**src/hdl/wsfe_pkg.sv**
```systemverilog
`timescale 1ns / 1ps
`default_nettype none
// ----------------------------------------------------------------------------
// wsfe_pkg: shared types and constants of the WebSocket frame encoder
// Holds the queue entry layout, the configuration set, the register indexes
// and the header encoding constants.
// ----------------------------------------------------------------------------
package wsfe_pkg;

   localparam int WSFE_QUEUE_DEPTH = 4;
   localparam int LEN_W            = 63;
   localparam int CSR_INDEX_W      = 3;
   localparam int CSR_DATA_W       = 32;

   // Configuration register indexes.
   localparam logic [CSR_INDEX_W-1:0] CSR_FINAL_FRAME   = 3'd0;
   localparam logic [CSR_INDEX_W-1:0] CSR_RESERVED_BITS = 3'd1;
   localparam logic [CSR_INDEX_W-1:0] CSR_FRAME_OPCODE  = 3'd2;
   localparam logic [CSR_INDEX_W-1:0] CSR_MASK_ENABLE   = 3'd3;
   localparam logic [CSR_INDEX_W-1:0] CSR_MASK_KEY      = 3'd4;

   // Input item kinds.
   localparam logic FUNC_START   = 1'b0;
   localparam logic FUNC_PAYLOAD = 1'b1;

   // Length encoding limits and codes.
   localparam logic [15:0] SHORT_LEN_MAX = 16'd125;
   localparam logic [6:0]  LEN_CODE_16   = 7'd126;
   localparam logic [6:0]  LEN_CODE_64   = 7'd127;

   typedef enum logic [1:0] {
      LEN_SHORT,
      LEN_MID,
      LEN_LONG
   } len_class_type;

   typedef struct packed {
      logic        final_frame;
      logic [2:0]  reserved_bits;
      logic [3:0]  frame_opcode;
      logic        mask_enable;
      logic [31:0] mask_key;
   } cfg_type;

   // One queued unit of work: a frame header or one payload byte.
   typedef struct packed {
      logic             is_hdr;
      len_class_type    len_class;
      logic [LEN_W-1:0] data;
      logic [1:0]       phase;
      logic             last;
   } entry_type;

   typedef struct packed {
      logic      push;
      entry_type entry;
   } push_type;

   // Key byte for a phase, most significant byte first.
   function automatic logic [7:0] key_byte(input logic [31:0] key, input logic [1:0] idx);
      logic [7:0] b;
      case (idx)
         2'd0:    b = key[31:24];
         2'd1:    b = key[23:16];
         2'd2:    b = key[15:8];
         default: b = key[7:0];
      endcase
      return b;
   endfunction

endpackage
`default_nettype wire

```
**src/hdl/wsfe_front.sv**
```systemverilog
`timescale 1ns / 1ps
`default_nettype none
// ----------------------------------------------------------------------------
// wsfe_front: input classification
// Accepts request beats, tracks the open frame and queues header or payload
// work for the back end.
// ----------------------------------------------------------------------------
module wsfe_front
   import wsfe_pkg::*;
(
   input  wire logic             clock,
   input  wire logic             reset,
   input  wire logic             accept,
   input  wire logic             func,
   input  wire logic [LEN_W-1:0] frame_length,
   input  wire logic [7:0]       payload_byte,
   output push_type              push
);

   logic             frame_open_ff, frame_open_in;
   logic [LEN_W-1:0] bytes_left_ff, bytes_left_in;
   logic [1:0]       key_phase_ff, key_phase_in;
   logic [LEN_W-1:0] left_dec;
   len_class_type    len_class;

   assign left_dec = bytes_left_ff - LEN_W'(1);

   // Length class of a new frame.
   always_comb begin
      if (|frame_length[LEN_W-1:16]) begin
         len_class = LEN_LONG;
      end else if (frame_length[15:0] > SHORT_LEN_MAX) begin
         len_class = LEN_MID;
      end else begin
         len_class = LEN_SHORT;
      end
   end

   // Frame tracking and queue entry formation.
   always_comb begin
      frame_open_in = frame_open_ff;
      bytes_left_in = bytes_left_ff;
      key_phase_in  = key_phase_ff;
      push.push            = 1'b0;
      push.entry.is_hdr    = 1'b1;
      push.entry.len_class = len_class;
      push.entry.data      = frame_length;
      push.entry.phase     = key_phase_ff;
      push.entry.last      = (frame_length == '0);
      if (accept) begin
         if (func == FUNC_START) begin
            // A start abandons any open frame.
            push.push     = 1'b1;
            bytes_left_in = frame_length;
            key_phase_in  = 2'd0;
            frame_open_in = (frame_length != '0);
         end else if (frame_open_ff) begin
            push.push         = 1'b1;
            push.entry.is_hdr = 1'b0;
            push.entry.data   = {{(LEN_W-8){1'b0}}, payload_byte};
            push.entry.last   = (left_dec == '0);
            bytes_left_in     = left_dec;
            key_phase_in      = key_phase_ff + 2'd1;
            frame_open_in     = (left_dec != '0);
         end
      end
   end

   always_ff @(posedge clock) begin
      if (reset) begin
         frame_open_ff <= 1'b0;
         bytes_left_ff <= '0;
         key_phase_ff  <= 2'd0;
      end else begin
         frame_open_ff <= frame_open_in;
         bytes_left_ff <= bytes_left_in;
         key_phase_ff  <= key_phase_in;
      end
   end

endmodule
`default_nettype wire

```
**src/hdl/wsfe_queue.sv**
```systemverilog
`timescale 1ns / 1ps
`default_nettype none
// ----------------------------------------------------------------------------
// wsfe_queue: work queue between front and back end
// A small register FIFO; the head entry is visible while not empty.
// ----------------------------------------------------------------------------
module wsfe_queue
   import wsfe_pkg::*;
#(
   parameter int DEPTH = WSFE_QUEUE_DEPTH
) (
   input  wire logic     clock,
   input  wire logic     reset,
   input  wire push_type push,
   input  wire logic     pop,
   output entry_type     head,
   output logic          not_empty,
   output logic          full
);

   localparam int PTR_W = (DEPTH > 1) ? $clog2(DEPTH) : 1;
   localparam int CNT_W = $clog2(DEPTH + 1);

   entry_type        slot_ff [DEPTH];
   logic [PTR_W-1:0] wr_ptr_ff, wr_ptr_in;
   logic [PTR_W-1:0] rd_ptr_ff, rd_ptr_in;
   logic [CNT_W-1:0] count_ff, count_in;
   logic             do_push, do_pop;

   assign full      = (count_ff == CNT_W'(DEPTH));
   assign not_empty = (count_ff != '0);
   assign head      = slot_ff[rd_ptr_ff];
   assign do_push   = push.push && !full;
   assign do_pop    = pop && not_empty;

   // Pointer and fill level update.
   always_comb begin
      wr_ptr_in = wr_ptr_ff;
      rd_ptr_in = rd_ptr_ff;
      count_in  = count_ff;
      if (do_push) begin
         wr_ptr_in = (wr_ptr_ff == PTR_W'(DEPTH - 1)) ? '0 : wr_ptr_ff + PTR_W'(1);
      end
      if (do_pop) begin
         rd_ptr_in = (rd_ptr_ff == PTR_W'(DEPTH - 1)) ? '0 : rd_ptr_ff + PTR_W'(1);
      end
      if (do_push && !do_pop) begin
         count_in = count_ff + CNT_W'(1);
      end else if (do_pop && !do_push) begin
         count_in = count_ff - CNT_W'(1);
      end
   end

   always_ff @(posedge clock) begin
      if (reset) begin
         wr_ptr_ff <= '0;
         rd_ptr_ff <= '0;
         count_ff  <= '0;
      end else begin
         wr_ptr_ff <= wr_ptr_in;
         rd_ptr_ff <= rd_ptr_in;
         count_ff  <= count_in;
      end
   end

   // Entry storage carries no reset.
   always_ff @(posedge clock) begin
      if (do_push) begin
         slot_ff[wr_ptr_ff] <= push.entry;
      end
   end

endmodule
`default_nettype wire

```
**src/hdl/wsfe_back.sv**
```systemverilog
`timescale 1ns / 1ps
`default_nettype none
// ----------------------------------------------------------------------------
// wsfe_back: byte sequencer
// Expands a header entry into its bytes one per cycle while the output is not
// stalled, masks payload bytes and holds the result in an output register.
// ----------------------------------------------------------------------------
module wsfe_back
   import wsfe_pkg::*;
(
   input  wire logic       clock,
   input  wire logic       reset,
   input  wire cfg_type    cfg,
   input  wire entry_type  head,
   input  wire logic       head_valid,
   output logic            pop,
   output logic            rsp_valid,
   input  wire logic       rsp_stall,
   output logic [7:0]      rsp_out_byte,
   output logic            rsp_frame_end
);

   logic [3:0] step_ff, step_in;
   logic       rsp_valid_ff, rsp_valid_in;
   logic [7:0] rsp_out_byte_ff;
   logic       rsp_frame_end_ff;
   logic       out_free, produce, last_step;
   logic [7:0] next_byte;
   logic [3:0] ext_n, key_n, last_idx;
   logic [6:0] len_code;
   logic [2:0] len_idx;
   logic [1:0] key_idx;

   // Length byte, index 0 is least significant.
   function automatic logic [7:0] len_byte(input logic [LEN_W-1:0] len,
                                           input logic [2:0] idx);
      logic [63:0] wide;
      wide = {1'b0, len};
      return wide[{idx, 3'b000} +: 8];
   endfunction

   assign out_free = !rsp_valid_ff || !rsp_stall;
   assign produce  = head_valid && out_free;
   assign pop      = produce && last_step;

   // Header layout for this entry.
   always_comb begin
      unique case (head.len_class)
         LEN_SHORT: begin
            ext_n    = 4'd0;
            len_code = head.data[6:0];
         end
         LEN_MID: begin
            ext_n    = 4'd2;
            len_code = LEN_CODE_16;
         end
         LEN_LONG: begin
            ext_n    = 4'd8;
            len_code = LEN_CODE_64;
         end
         default: begin
            ext_n    = 4'd0;
            len_code = head.data[6:0];
         end
      endcase
      key_n    = cfg.mask_enable ? 4'd4 : 4'd0;
      last_idx = 4'd1 + ext_n + key_n;
      len_idx  = 3'(ext_n + 4'd1 - step_ff);
      key_idx  = 2'(step_ff - 4'd2 - ext_n);
   end

   // Byte selection for the current step.
   always_comb begin
      if (!head.is_hdr) begin
         next_byte = head.data[7:0]
                   ^ (cfg.mask_enable ? key_byte(cfg.mask_key, head.phase) : 8'h00);
         last_step = 1'b1;
      end else begin
         last_step = (step_ff == last_idx);
         if (step_ff == 4'd0) begin
            next_byte = {cfg.final_frame, cfg.reserved_bits, cfg.frame_opcode};
         end else if (step_ff == 4'd1) begin
            next_byte = {cfg.mask_enable, len_code};
         end else if (step_ff < ext_n + 4'd2) begin
            next_byte = len_byte(head.data, len_idx);
         end else begin
            next_byte = key_byte(cfg.mask_key, key_idx);
         end
      end
   end

   // Step counter and output valid.
   always_comb begin
      step_in      = step_ff;
      rsp_valid_in = rsp_valid_ff && rsp_stall;
      if (produce) begin
         rsp_valid_in = 1'b1;
         step_in      = last_step ? 4'd0 : step_ff + 4'd1;
      end
   end

   always_ff @(posedge clock) begin
      if (reset) begin
         step_ff      <= 4'd0;
         rsp_valid_ff <= 1'b0;
      end else begin
         step_ff      <= step_in;
         rsp_valid_ff <= rsp_valid_in;
      end
   end

   always_ff @(posedge clock) begin
      if (produce) begin
         rsp_out_byte_ff  <= next_byte;
         rsp_frame_end_ff <= last_step && head.last;
      end
   end

   assign rsp_valid     = rsp_valid_ff;
   assign rsp_out_byte  = rsp_out_byte_ff;
   assign rsp_frame_end = rsp_frame_end_ff;

endmodule
`default_nettype wire

```
**src/hdl/websocket_frame_encoder.sv**
```systemverilog
`timescale 1ns / 1ps
`default_nettype none
// ----------------------------------------------------------------------------
// websocket_frame_encoder: WebSocket base framing encoder
// Front end, work queue and byte sequencer with the configuration registers.
// ----------------------------------------------------------------------------
// A start beat (req_func = 0) with the payload length produces the frame
// header, 2 to 14 response beats (first byte, length code, 0, 2 or 8
// extended length bytes, and 4 key bytes when masking is on); each payload
// beat (req_func = 1) inside an open frame produces one, possibly masked,
// byte. Request beats are taken one per cycle while the work queue has room;
// the byte sequencer sends one beat per cycle unless rsp_stall holds it, so
// payload streams at one byte per cycle and a header occupies it until all
// its bytes are out. Payload beats outside a frame are dropped. Configuration
// must be written only while idle; the block itself does not enforce this.
// ----------------------------------------------------------------------------
module websocket_frame_encoder
   import wsfe_pkg::*;
#(
   parameter int QUEUE_DEPTH = WSFE_QUEUE_DEPTH
) (
   input  wire logic                   clock,
   input  wire logic                   reset,
   input  wire logic                   req_valid,
   output logic                        req_stall,
   input  wire logic                   req_func,
   input  wire logic [LEN_W-1:0]       req_frame_length,
   input  wire logic [7:0]             req_payload_byte,
   output logic                        rsp_valid,
   input  wire logic                   rsp_stall,
   output logic [7:0]                  rsp_out_byte,
   output logic                        rsp_frame_end,
   input  wire logic                   csr_write_enable,
   input  wire logic [CSR_INDEX_W-1:0] csr_index,
   input  wire logic [CSR_DATA_W-1:0]  csr_wdata
);

   cfg_type   cfg_ff;
   push_type  push;
   entry_type head;
   logic      head_valid, queue_full, pop, req_accept;

   assign req_stall  = queue_full;
   assign req_accept = req_valid && !queue_full;

   // Configuration registers.
   always_ff @(posedge clock) begin
      if (reset) begin
         cfg_ff.final_frame   <= 1'b1;
         cfg_ff.reserved_bits <= 3'd0;
         cfg_ff.frame_opcode  <= 4'd1;
         cfg_ff.mask_enable   <= 1'b0;
         cfg_ff.mask_key      <= 32'd0;
      end else if (csr_write_enable) begin
         unique case (csr_index)
            CSR_FINAL_FRAME:   cfg_ff.final_frame   <= csr_wdata[0];
            CSR_RESERVED_BITS: cfg_ff.reserved_bits <= csr_wdata[2:0];
            CSR_FRAME_OPCODE:  cfg_ff.frame_opcode  <= csr_wdata[3:0];
            CSR_MASK_ENABLE:   cfg_ff.mask_enable   <= csr_wdata[0];
            CSR_MASK_KEY:      cfg_ff.mask_key      <= csr_wdata;
            default: begin
            end
         endcase
      end
   end

   wsfe_front u_front (
      .clock        (clock),
      .reset        (reset),
      .accept       (req_accept),
      .func         (req_func),
      .frame_length (req_frame_length),
      .payload_byte (req_payload_byte),
      .push         (push)
   );

   wsfe_queue #(
      .DEPTH (QUEUE_DEPTH)
   ) u_queue (
      .clock     (clock),
      .reset     (reset),
      .push      (push),
      .pop       (pop),
      .head      (head),
      .not_empty (head_valid),
      .full      (queue_full)
   );

   wsfe_back u_back (
      .clock         (clock),
      .reset         (reset),
      .cfg           (cfg_ff),
      .head          (head),
      .head_valid    (head_valid),
      .pop           (pop),
      .rsp_valid     (rsp_valid),
      .rsp_stall     (rsp_stall),
      .rsp_out_byte  (rsp_out_byte),
      .rsp_frame_end (rsp_frame_end)
   );

endmodule
`default_nettype wire

```
**config.mk**
```make
export PLATFORM = sky130hd
export DESIGN_NAME = websocket_frame_encoder
export DESIGN_NICKNAME = d
export VERILOG_FILES = /design/src/hdl/wsfe_pkg.sv /design/src/hdl/wsfe_front.sv /design/src/hdl/wsfe_queue.sv /design/src/hdl/wsfe_back.sv /design/src/hdl/websocket_frame_encoder.sv
export SDC_FILE = /design/constraint.sdc
export NUM_CORES = 1
export LEC_CHECK = 0
export ABC_AREA = 1
export BUFFER_PORTS_ARGS = -buffer_cell sky130_fd_sc_hd__buf_4
export CORE_UTILIZATION = 55
export CTS_BUF_LIST = sky130_fd_sc_hd__clkbuf_16
export CTS_CLUSTER_DIAMETER = 100
export CTS_CLUSTER_SIZE = 20
export DETAILED_ROUTE_END_ITERATION = 8
export PLACE_DENSITY = 0.74
export SLEW_MARGIN = 20
export SYNTH_ARGS = -nofsm -noshare
export SYNTH_HDL_FRONTEND = slang
export SYNTH_HIERARCHICAL = 1
export SYNTH_SLANG_ARGS = --single-unit
```
**constraint.sdc**
```tcl
create_clock -name clock -period 10.7 [get_ports clock]
set_clock_uncertainty 0.1 [all_clocks]
set_input_delay 1.07 -clock clock [delete_from_list [all_inputs] [get_ports clock]]
set_output_delay 1.07 -clock clock [all_outputs]
set_load 0.02 [all_outputs]
```
Word level (Yosys, flattened, before mapping)
Memories as Yosys holds them, arrays and structs flattened. A register that Yosys moved wholly into a read port is not among the register bits.
Cells that the tools add are included.
{"block": "totals", "input_bits": 112, "n_memories": 1, "out_inout_bits": 11, "mem_bits_rw": 276, "word_cells": 121, "ff_bits": 128}
{"name": "u_queue.slot_ff", "words": 4, "width": 69, "read_ports": 1, "rd_ports_with_merged_regs": 1, "wr": 1, "line": "wsfe_queue.sv:24", "rtl": "entry_type slot_ff [DEPTH];"}
{"block": "op_classes", "n_shift": 1, "mux": 40, "bitwise_logic": 1, "magnitude_cmp": 2, "addsub": 13, "eq_ne": 16, "reduce_logical": 32}
{"operator": "2-to-1 mux 63 bit", "n": 5}
{"operator": "logical NOT 63 bit", "n": 2}
{"operator": "nonzero test 63 bit", "n": 2}
{"operator": "indexed part select 64 x 7 -> 8 bit", "n": 1}
{"operator": "subtractor 63 x 1 -> 63 bit (second input constant)", "n": 1}
{"operator": "2-to-1 mux 8 bit", "n": 6}
{"operator": "case mux 8 bit (3 select lines)", "n": 2}
{"operator": "OR reduction 47 bit", "n": 1}
{"operator": "2-to-1 mux 2 bit", "n": 9}
{"operator": "greater-than comparator 16 x 7 -> 1 bit (second input constant)", "n": 1}
{"operator": "case mux 7 bit (2 select lines)", "n": 1}
{"operator": "2-to-1 mux 1 bit", "n": 12}
{"operator": "AND reduction 2 bit", "n": 6}
{"operator": "equality test 2 bit (second input constant)", "n": 5}
{"operator": "logical AND 1 bit", "n": 9}
{"operator": "2-to-1 mux 3 bit", "n": 3}
{"operator": "case mux 4 bit (2 select lines)", "n": 1}
{"operator": "bitwise XOR 8 bit", "n": 1}
{"operator": "adder 2 x 1 -> 2 bit (second input constant)", "n": 3}
{"operator": "equality test 2 x 1 -> 1 bit (second input constant)", "n": 3}
{"operator": "equality test 3 x 2 -> 1 bit (second input constant)", "n": 2}
{"operator": "equality test 3 bit (second input constant)", "n": 2}
{"operator": "logical NOT 1 bit", "n": 5}
{"operator": "adder 1 x 4 -> 4 bit (first input constant)", "n": 1}
{"operator": "20 further kinds", "n": 21}

Logic depth before layout (Yosys ltp)
Gate-level depths: netlist of run 1.
{"block": "logic_depth", "word_depth": 11, "ltp_mapped": 26, "depth_no_buf": 22}

Hierarchy
Netlist of run 1, hierarchy kept.
{"module": "wsfe_queue", "seq_area_each_um2": 8468.1, "instances": 1, "cells_each": 737, "area_per_inst_um2": 10735.3}
{"module": "wsfe_front", "seq_area_each_um2": 1321.3, "instances": 1, "cells_each": 1089, "area_per_inst_um2": 6009.5}
{"module": "wsfe_back", "seq_area_each_um2": 370.4, "instances": 1, "cells_each": 436, "area_per_inst_um2": 2354.8}
{"module": "websocket_frame_encoder", "seq_area_each_um2": 820.8, "instances": 1, "cells_each": 243, "area_per_inst_um2": 1764.2}

Worst setup path before layout of run 1
OpenSTA, ideal clock, no wires.
{"block": "synth_path", "kind": "input port to flip-flop", "startpoint": "in req_valid", "endpoint": "mem u_queue/slot_ff[0][0] (netlist bit) (enable)", "path_slack_ps": 5226, "path_stages": 7, "required_time_ps": 10103, "setup_time_ps": 497, "t_arrival_ps": 4877, "path_buffers": 1, "cell_sequence": "inv_1 -> nor2_1 -> o21ai_1 -> inv_1 -> clkbuf_1 -> nand2_1 -> nor2_1"}
{"item": "from (decl)", "line": "websocket_frame_encoder.sv:24", "rtl": "input wire logic req_valid,"}
{"item": "to (decl)", "line": "wsfe_queue.sv:24"}

==> metrics.md, run 1 <==
| Metric | Value |
|---|---|
| Critical path data required time | `11060 ps` |
| Critical path endpoint category | `flip-flop` |
| Reg2Reg Setup Slack | `5740 ps` |
| First-pass GRT wire length | `89700 um` |
| Routed vias/inst | `5.72` |
| I/O Buffers | `122` |
| Netlist cell types | `49` |
| VDD IR max | `0.000120 V` |
| Sequential power share | `0.419` |
| Synth warnings | `6` |
| Number of diodes | `0` |
| Post-CTS Setup Inserts | `0` |
| CTS sink count | `406` |
| Clock buffer depth | `3` |
| Mapped Nets | `2636` |
| Die ar. | `38700 um2` |
| H-tree depth | `1` |
| Synth top area cells | `edfxtp_1 41%, dfxtp_1 12%, nand2_1 11%` |
| Async SR Flop Fraction | `0` |
| Post-synthesis cell count | `2505` |
| Peak Freq | `201 MHz` |
| Final #Nets | `2678` |
| Row count | `70` |
| CP top delay family | `adder cells` |
| Sum of buffers and inverters on the critical path | `6` |
| Reg-to-reg endpoint | `u_queue/count_ff[2]` |
| EDFF count, synth | `285` |
| Reg2reg path depth | `21` |
| Total track usage | `0.297` |
| Final period utilization | `0.464` |
| Main flop type after synthesis | `edfxtp_1` |
| DRC errors left | `0` |
| Die Span Y | `197 um` |
| Antenna viol nets, final | `0` |
| Setup TNS Final | `0 ps` |
| # hold bufs at CTS | `0` |
| Placeable Area | `37000 um2` |
| CP arrival | `5330 ps` |
| Number of buffers created by CTS | `24` |
| Hold Path Class | `reg2reg` |
| Startpoint Class | `flip-flop` |
| Tmin final | `4960 ps` |
| Routed WL | `57800 um` |
| Pleak | `9.30 nW` |
| Total grt overflow | `0` |
| Syn avg cell area | `8.33 um2` |
| Number of cells on the critical path | `21` |
| I/O pin total | `123` |
| Starting DRT DRC Count | `1900` |
| Die Wd | `197 um` |
| Status | `complete, no violations` |
| Crit Path Class | `reg2reg` |
| Slowest stage cell, crit path | `ha_1` |
| Max Slew Vio Count | `0` |
| Layout cells sized above 1 | `0.0893` |
| Net Sw Frac | `0.403` |
| RSZ-0062 raised after global routing | `no` |
| Total vias in the final route | `17554` |
| Post-route cell area | `22600 um2` |
| Overall Power | `0.00483 W` |
| GPL Wtd Cong | `1.00` |
| P&R area growth vs syn | `8.16%` |
| CTS root buffer | `clkbuf_16` |
| PD cells | `214 nW/um2` |
| Post-layout util | `0.611` |
| Final setup violating endpoints | `0` |
| Hold path startpoint | `u_back/rsp_valid` |
| Register area share after synthesis | `0.526` |
| Least-Margin Pin Slew | `1080 ps` |
| Clock-pin slew on the worst setup and hold paths | `80 ps` |
| DP Wirelength | `39900 um` |
| Top cell type's share of synthesized area | `0.410` |
| Pint | `0.00288 W` |
| Comb power frac | `0.387` |
| Layout fillers | `3308` |
| # Max-Cap Violations | `0` |
| Initial core utilization | `0.564` |
| Initial antenna violation count | `1` |
| Drt wl/cell | `18.8 um` |
| Setup WS pre-CTS | `5710 ps` |
| Post-synth top area cell | `edfxtp_1` |
| NetSw | `0.00195 W` |
| CP Max Fanout | `91` |
| TritonCTS clock tree | `yes` |
| Post-route setup slack | `5740 ps` |
| Hold Path Stages | `2` |
| Post-cts resize count | `0` |
| Rel. slew slack | `0.280` |
| CP cell instances | `buf_4 > o21ai_0 > o22ai_1 > ha_1 > inv_1 > ha_1 > nor2_1 > nand4_1 > nand2_1 > nand2_1 > inv_1 > nand2_1 > ha_1 > inv_1 > fa_1 > inv_1 > nand2_1 > nand3_1 > nand2_1 > inv_1 > nor2_1` |
| Crit-path max cell delay | `790 ps` |
| Skew-Pair Late Insertion Delay | `560 ps` |
| Final number of hold-violating endpoints | `0` |
| WHS Endpoint | `u_back/rsp_valid` |
| Clk network pwr share | `0.194` |
| Vias in the first global route | `16425` |
| Placed Area | `21800 um2` |
| Register bit total from synthesis | `406` |
| Cell area after synthesis | `20900 um2` |
| Largest net degree at the start of global routing | `97` |
| Pre-Repair DR Iteration Count | `6` |
## per-layer routing
| layer | global-route usage | vias up | wire, um |
|---|---|---|---|
| met3 | 0.0287 | 99 | 3970 |
| met4 | 0.0950 | 2 | 1830 |
| li1 | - | 8458 | - |
| met1 | 0.413 | 8292 | 24800 |
| met5 | 0 | - | 13 |
| met2 | 0.492 | 703 | 27200 |
## logic make-up (layout without fill, tap and decap cells)
kind of cell	after synthesis	count (layout)	synth area share
and+or+nand+nor	1308	1308	0.266
AOI/OAI and AO/OA	435	435	0.118
DFF	406	406	0.526
buffers and inverters	321	381	0.0704
adders and majority gates	19	19	0.0118
xor gates and xnor gates	16	16	0.00798
## cell usage after synthesis, types with 11 or more instances
cell	instances
o22ai_1	69
nor2_1	441
a21oi_1	97
buf_6	18
nor2_4	15
nand3_1	106
inv_1	192
nor2_2	11
dfxtp_1	121
edfxtp_1	285
ha_1	18
xor2_1	11
nand4_1	15
o21ai_0	155
o21ai_1	54
buf_2	14
buf_4	17
nand2_1	629
nand3b_1	45
a221oi_1	36
nor4_1	14
clkbuf_1	58
## placed cells by master (no fill, tap or decap), types with 68 or more instances in the layout
cell type  count
nand2_1      629
nor2_1       437
edfxtp_1     285
inv_1        209
o21ai_0      155
buf_4        135
dfxtp_1      119
nand3_1      106
a21oi_1       97
o22ai_1       68
## worst max-delay path by stage
stage          startpoint                    end  slack (ps)
2_1_floorplan   req_valid  u_queue/slot_ff[0][0]        5230
3_3_place_gp    flip-flop    u_queue/count_ff[2]        5880
3_5_place_dp    flip-flop    u_queue/count_ff[2]        5710
4_1_cts         flip-flop    u_queue/count_ff[2]        5690
5_1_grt         flip-flop    u_queue/count_ff[2]        5190
6_report        flip-flop    u_queue/count_ff[2]        5740
## tightest hold or removal path, cell delays in order, from the launching register on
cell	delay, ps
dfxtp_1	320
nand2_1	70
a21oi_1	60
## state kept, by name, indices dropped and copies added, names as in the netlist, named ones only
name / cells
u_queue/rd_ptr_ff: 2
u_front/bytes_left_ff: 63
u_front/frame_open_ff: 1
cfg_ff: 41
u_queue/count_ff: 3
u_back/rsp_frame_end: 1
u_back/rsp_valid: 1
u_front/key_phase_ff: 2
u_queue/slot_ff: 276
u_queue/wr_ptr_ff: 2
u_back/rsp_out_byte: 8
u_back/step_ff: 4
## power by group through the flow
stage	clock network, W	logic, W	registers (W)
floorplan	0	0.00135	0.00204
detailed placement	0	0.00184	0.00205
CTS	0.000948	0.00185	0.00202
global placement	0	0.00181	0.00205
finish	0.000937	0.00187	0.00202
global route	0.00101	0.00207	0.00204
## cell type report
cell class,instances,area (um2),share of cell area
Tap cell,504,631,0.0279
Multi-Input combinational cell,1778,8470,0.375
Clock inverter,19,83.8,0.00371
Inverter,202,761,0.0337
Timing Repair Buffer,135,1010,0.0449
Clock buffer,25,626,0.0277
Sequential cell,406,11000,0.487
## through the flow
step	hold WS, ps	instances
after floorplan	336	2505
after global placement	371	3024
after detailed placement	376	3025
after CTS	387	3069
after global routing	426	3069
final	386	3069
(Power assumes the default switching activity.)
==> run 2, diff against run 1 <==
==> constraint.sdc (replaced) <==
create_clock -name clock -period 4.6 [get_ports clock]
set_clock_uncertainty 0.1 [all_clocks]
set_input_delay 0.46 -clock clock [delete_from_list [all_inputs] [get_ports clock]]
set_output_delay 0.46 -clock clock [all_outputs]
set_load 0.02 [all_outputs]
==> metrics.md, run 2 (synthesized netlist as in run 1, its figures left out) <==
| Metric | Value |
|---|---|
| Status | `complete, no violations (unchanged)` |
| Max reg flops | `276 (unchanged)` |
| Die Wd | `197 um (unchanged)` |
| Least-Margin Pin Slew | `1080 ps (about the same)` |
| Hold Path Class | `in2reg (was reg2reg)` |
| DP Wirelength | `41400 um (was 39900 um)` |
| Critical path data required time | `4960 ps (was 11060 ps)` |
| Skew-Pair Late Insertion Delay | `570 ps (was 560 ps)` |
| CTS sink count | `406 (unchanged)` |
| Biggest regs | `u_queue/slot_ff (276), u_front/bytes_left_ff (63), cfg_ff (41) (unchanged)` |
| Starting DRT DRC Count | `1821 (was 1900)` |
| TritonCTS clock tree | `yes (unchanged)` |
| Largest net degree at the start of global routing | `101 (was 97)` |
| Tmin final | `3820 ps (was 4960 ps)` |
| Clock buffer depth | `3 (unchanged)` |
| Most common cell after layout, fill and taps aside | `nand2_1 (unchanged)` |
| Rel. slew slack | `0.283 (was 0.280)` |
| Die Span Y | `197 um (unchanged)` |
| Total vias in the final route | `17632 (was 17554)` |
| Overall Power | `0.0113 W (was 0.00483 W)` |
| Number of buffers created by CTS | `24 (unchanged)` |
| Area of the multi-input gates | `8460 um2 (was 8470 um2)` |
| Peak Freq | `262 MHz (was 201 MHz)` |
| Drt wl/cell | `19.2 um (was 18.8 um)` |
| Pre-Repair DR Iteration Count | `5 (was 6)` |
| P&R area growth vs syn | `8.86% (was 8.16%)` |
| CP cell instances | `inv_4 > o21ai_0 > o22ai_1 > ha_1 > inv_1 > ha_1 > nor2_1 > nand4_1 > nand2_1 > nand2_1 > inv_1 > nand2_1 > ha_1 > inv_1 > fa_1 > o21ai_0 > nor2_1 (was buf_4 > o21ai_0 > o22ai_1 > ha_1 > inv_1 > ha_1 > nor2_1 > nand4_1 > nand2_1 > nand2_1 > inv_1 > nand2_1 > ha_1 > inv_1 > fa_1 > inv_1 > nand2_1 > nand3_1 > nand2_1 > inv_1 > nor2_1)` |
| Post-cts resize count | `0 (unchanged)` |
| Commonest non-fill, non-tap cells in the layout | `629 x nand2_1, 437 x nor2_1, 285 x edfxtp_1 (unchanged)` |
| CP Max Fanout | `40 (was 91)` |
| Setup WS pre-CTS | `897 ps (was 5710 ps)` |
| I/O pin total | `123 (unchanged)` |
| VDD IR max | `0.000282 V (was 0.000120 V)` |
| PD cells | `498 nW/um2 (was 214 nW/um2)` |
| Clock-pin slew on the worst setup and hold paths | `90 ps (was 80 ps)` |
| CTS root buffer | `clkbuf_16 (unchanged)` |
| Final period utilization | `0.831 (was 0.464)` |
| First-pass GRT wire length | `90600 um (was 89700 um)` |
| Antenna viol nets, final | `0 (unchanged)` |
| Slowest stage cell, crit path | `dfxtp_4 (was ha_1)` |
| Number of diodes | `0 (unchanged)` |
| Vias in the first global route | `16338 (was 16425)` |
| DRC errors left | `0 (unchanged)` |
| GPL Wtd Cong | `0.989 (was 1.00)` |
| Final setup violating endpoints | `0 (unchanged)` |
| Final #Nets | `2688 (was 2678)` |
| Max Slew Vio Count | `0 (unchanged)` |
| Total grt overflow | `0 (unchanged)` |
| Row count | `70 (unchanged)` |
| Post-route setup slack | `777 ps (was 5740 ps)` |
| Placeable Area | `37000 um2 (unchanged)` |
| Pleak | `9.36 nW (was 9.30 nW)` |
| Critical path endpoint category | `flip-flop (unchanged)` |
| Post-CTS Setup Inserts | `0 (unchanged)` |
| H-tree depth | `1 (unchanged)` |
| Die ar. | `38700 um2 (unchanged)` |
| Crit-path max cell delay | `590 ps (was 790 ps)` |
| I/O Buffers | `122 (unchanged)` |
| Initial antenna violation count | `0 (was 1)` |
| Layout fillers | `3268 (was 3308)` |
| Initial core utilization | `0.564 (unchanged)` |
| CP arrival | `4190 ps (was 5330 ps)` |
| Startpoint Class | `flip-flop (unchanged)` |
| Routed WL | `59100 um (was 57800 um)` |
| # Max-Cap Violations | `0 (unchanged)` |
| Routed vias/inst | `5.73 (was 5.72)` |
| Register area | `11000 um2 (unchanged)` |
| Crit Path Class | `reg2reg (unchanged)` |
| Total track usage | `0.302 (was 0.297)` |
| RSZ-0062 raised after global routing | `no (unchanged)` |
| Final number of hold-violating endpoints | `0 (unchanged)` |
| Layout cells sized above 1 | `0.0932 (was 0.0893)` |
| # hold bufs at CTS | `0 (unchanged)` |
| Biggest register | `u_queue/slot_ff (unchanged)` |
## run 2: cell count changes in the layout (fill, tap and decap cells not counted), sizes merged
cell | before | now
inv | 220 | 219
buf | 135 | 145
clkbuf | 25 | 26
## run 2: path summary, 6_finish.rpt
path	startpoint	end	slack [ps]	depth (start not counted)
worst min register to register	u_front/bytes_left_ff[62]	u_front/bytes_left_ff[62]	390	2
worst min-delay path	csr_wdata[0]	cfg_ff[33]	40	3
worst max register to register	flip-flop	u_queue/count_ff[1]	780	17
worst max-delay path	flip-flop	u_queue/count_ff[1]	780	17
## run 2: through the flow
| stage | util | TNS, ps | hold WS (ps) | std cells | area [um2] |
|---|---|---|---|---|---|
| 6_report | 0.614 | 0 | 36.6 | 3079 | 22700 |
| 5_1_grt | 0.614 | 0 | 24.4 | 3079 | 22700 |
| 4_1_cts | 0.614 | 0 | 15.4 | 3079 | 22700 |
| 3_5_place_dp | 0.595 | 0 | 385 | 3035 | 22000 |
| 3_3_place_gp | 0.595 | 0 | 368 | 3035 | 22000 |
| 2_1_floorplan | - | -131680 | 336 | 2505 | 20900 |
## run 2: layer usage
metal	up-vias	routed length (um)	GRT usage
met5	-	0	0
met4	0	1770	0.0956
met3	93	4090	0.0281
met2	691	27900	0.495
met1	8355	25300	0.423
li1	8493	-	-
## run 2: cell type report
type                       instances  share of cell area
timing repair buffer             145              0.0507
clock inverter                    18             0.00320
inverter                         202              0.0335
tap                              504              0.0278
sequential                       406               0.484
multi-input combinational       1778               0.373
clock buffer                      26              0.0286
## run 2: worst max-delay path, delay by kind of cell (launching register included)
family	cells	cell delay, ps
AOI/OAI and AO/OA	3	560
adders and majority gates	4	1110
buffers and inverters	4	600
DFF	1	590
and+or+nand+nor	6	760
## run 2: where the power goes
part | switching, W | internal (W)
Combinational | 0.00307 | 0.00132
Clock | 0.00119 | 0.00102
Sequential | 0.000280 | 0.00442
Total | 0.00454 | 0.00676
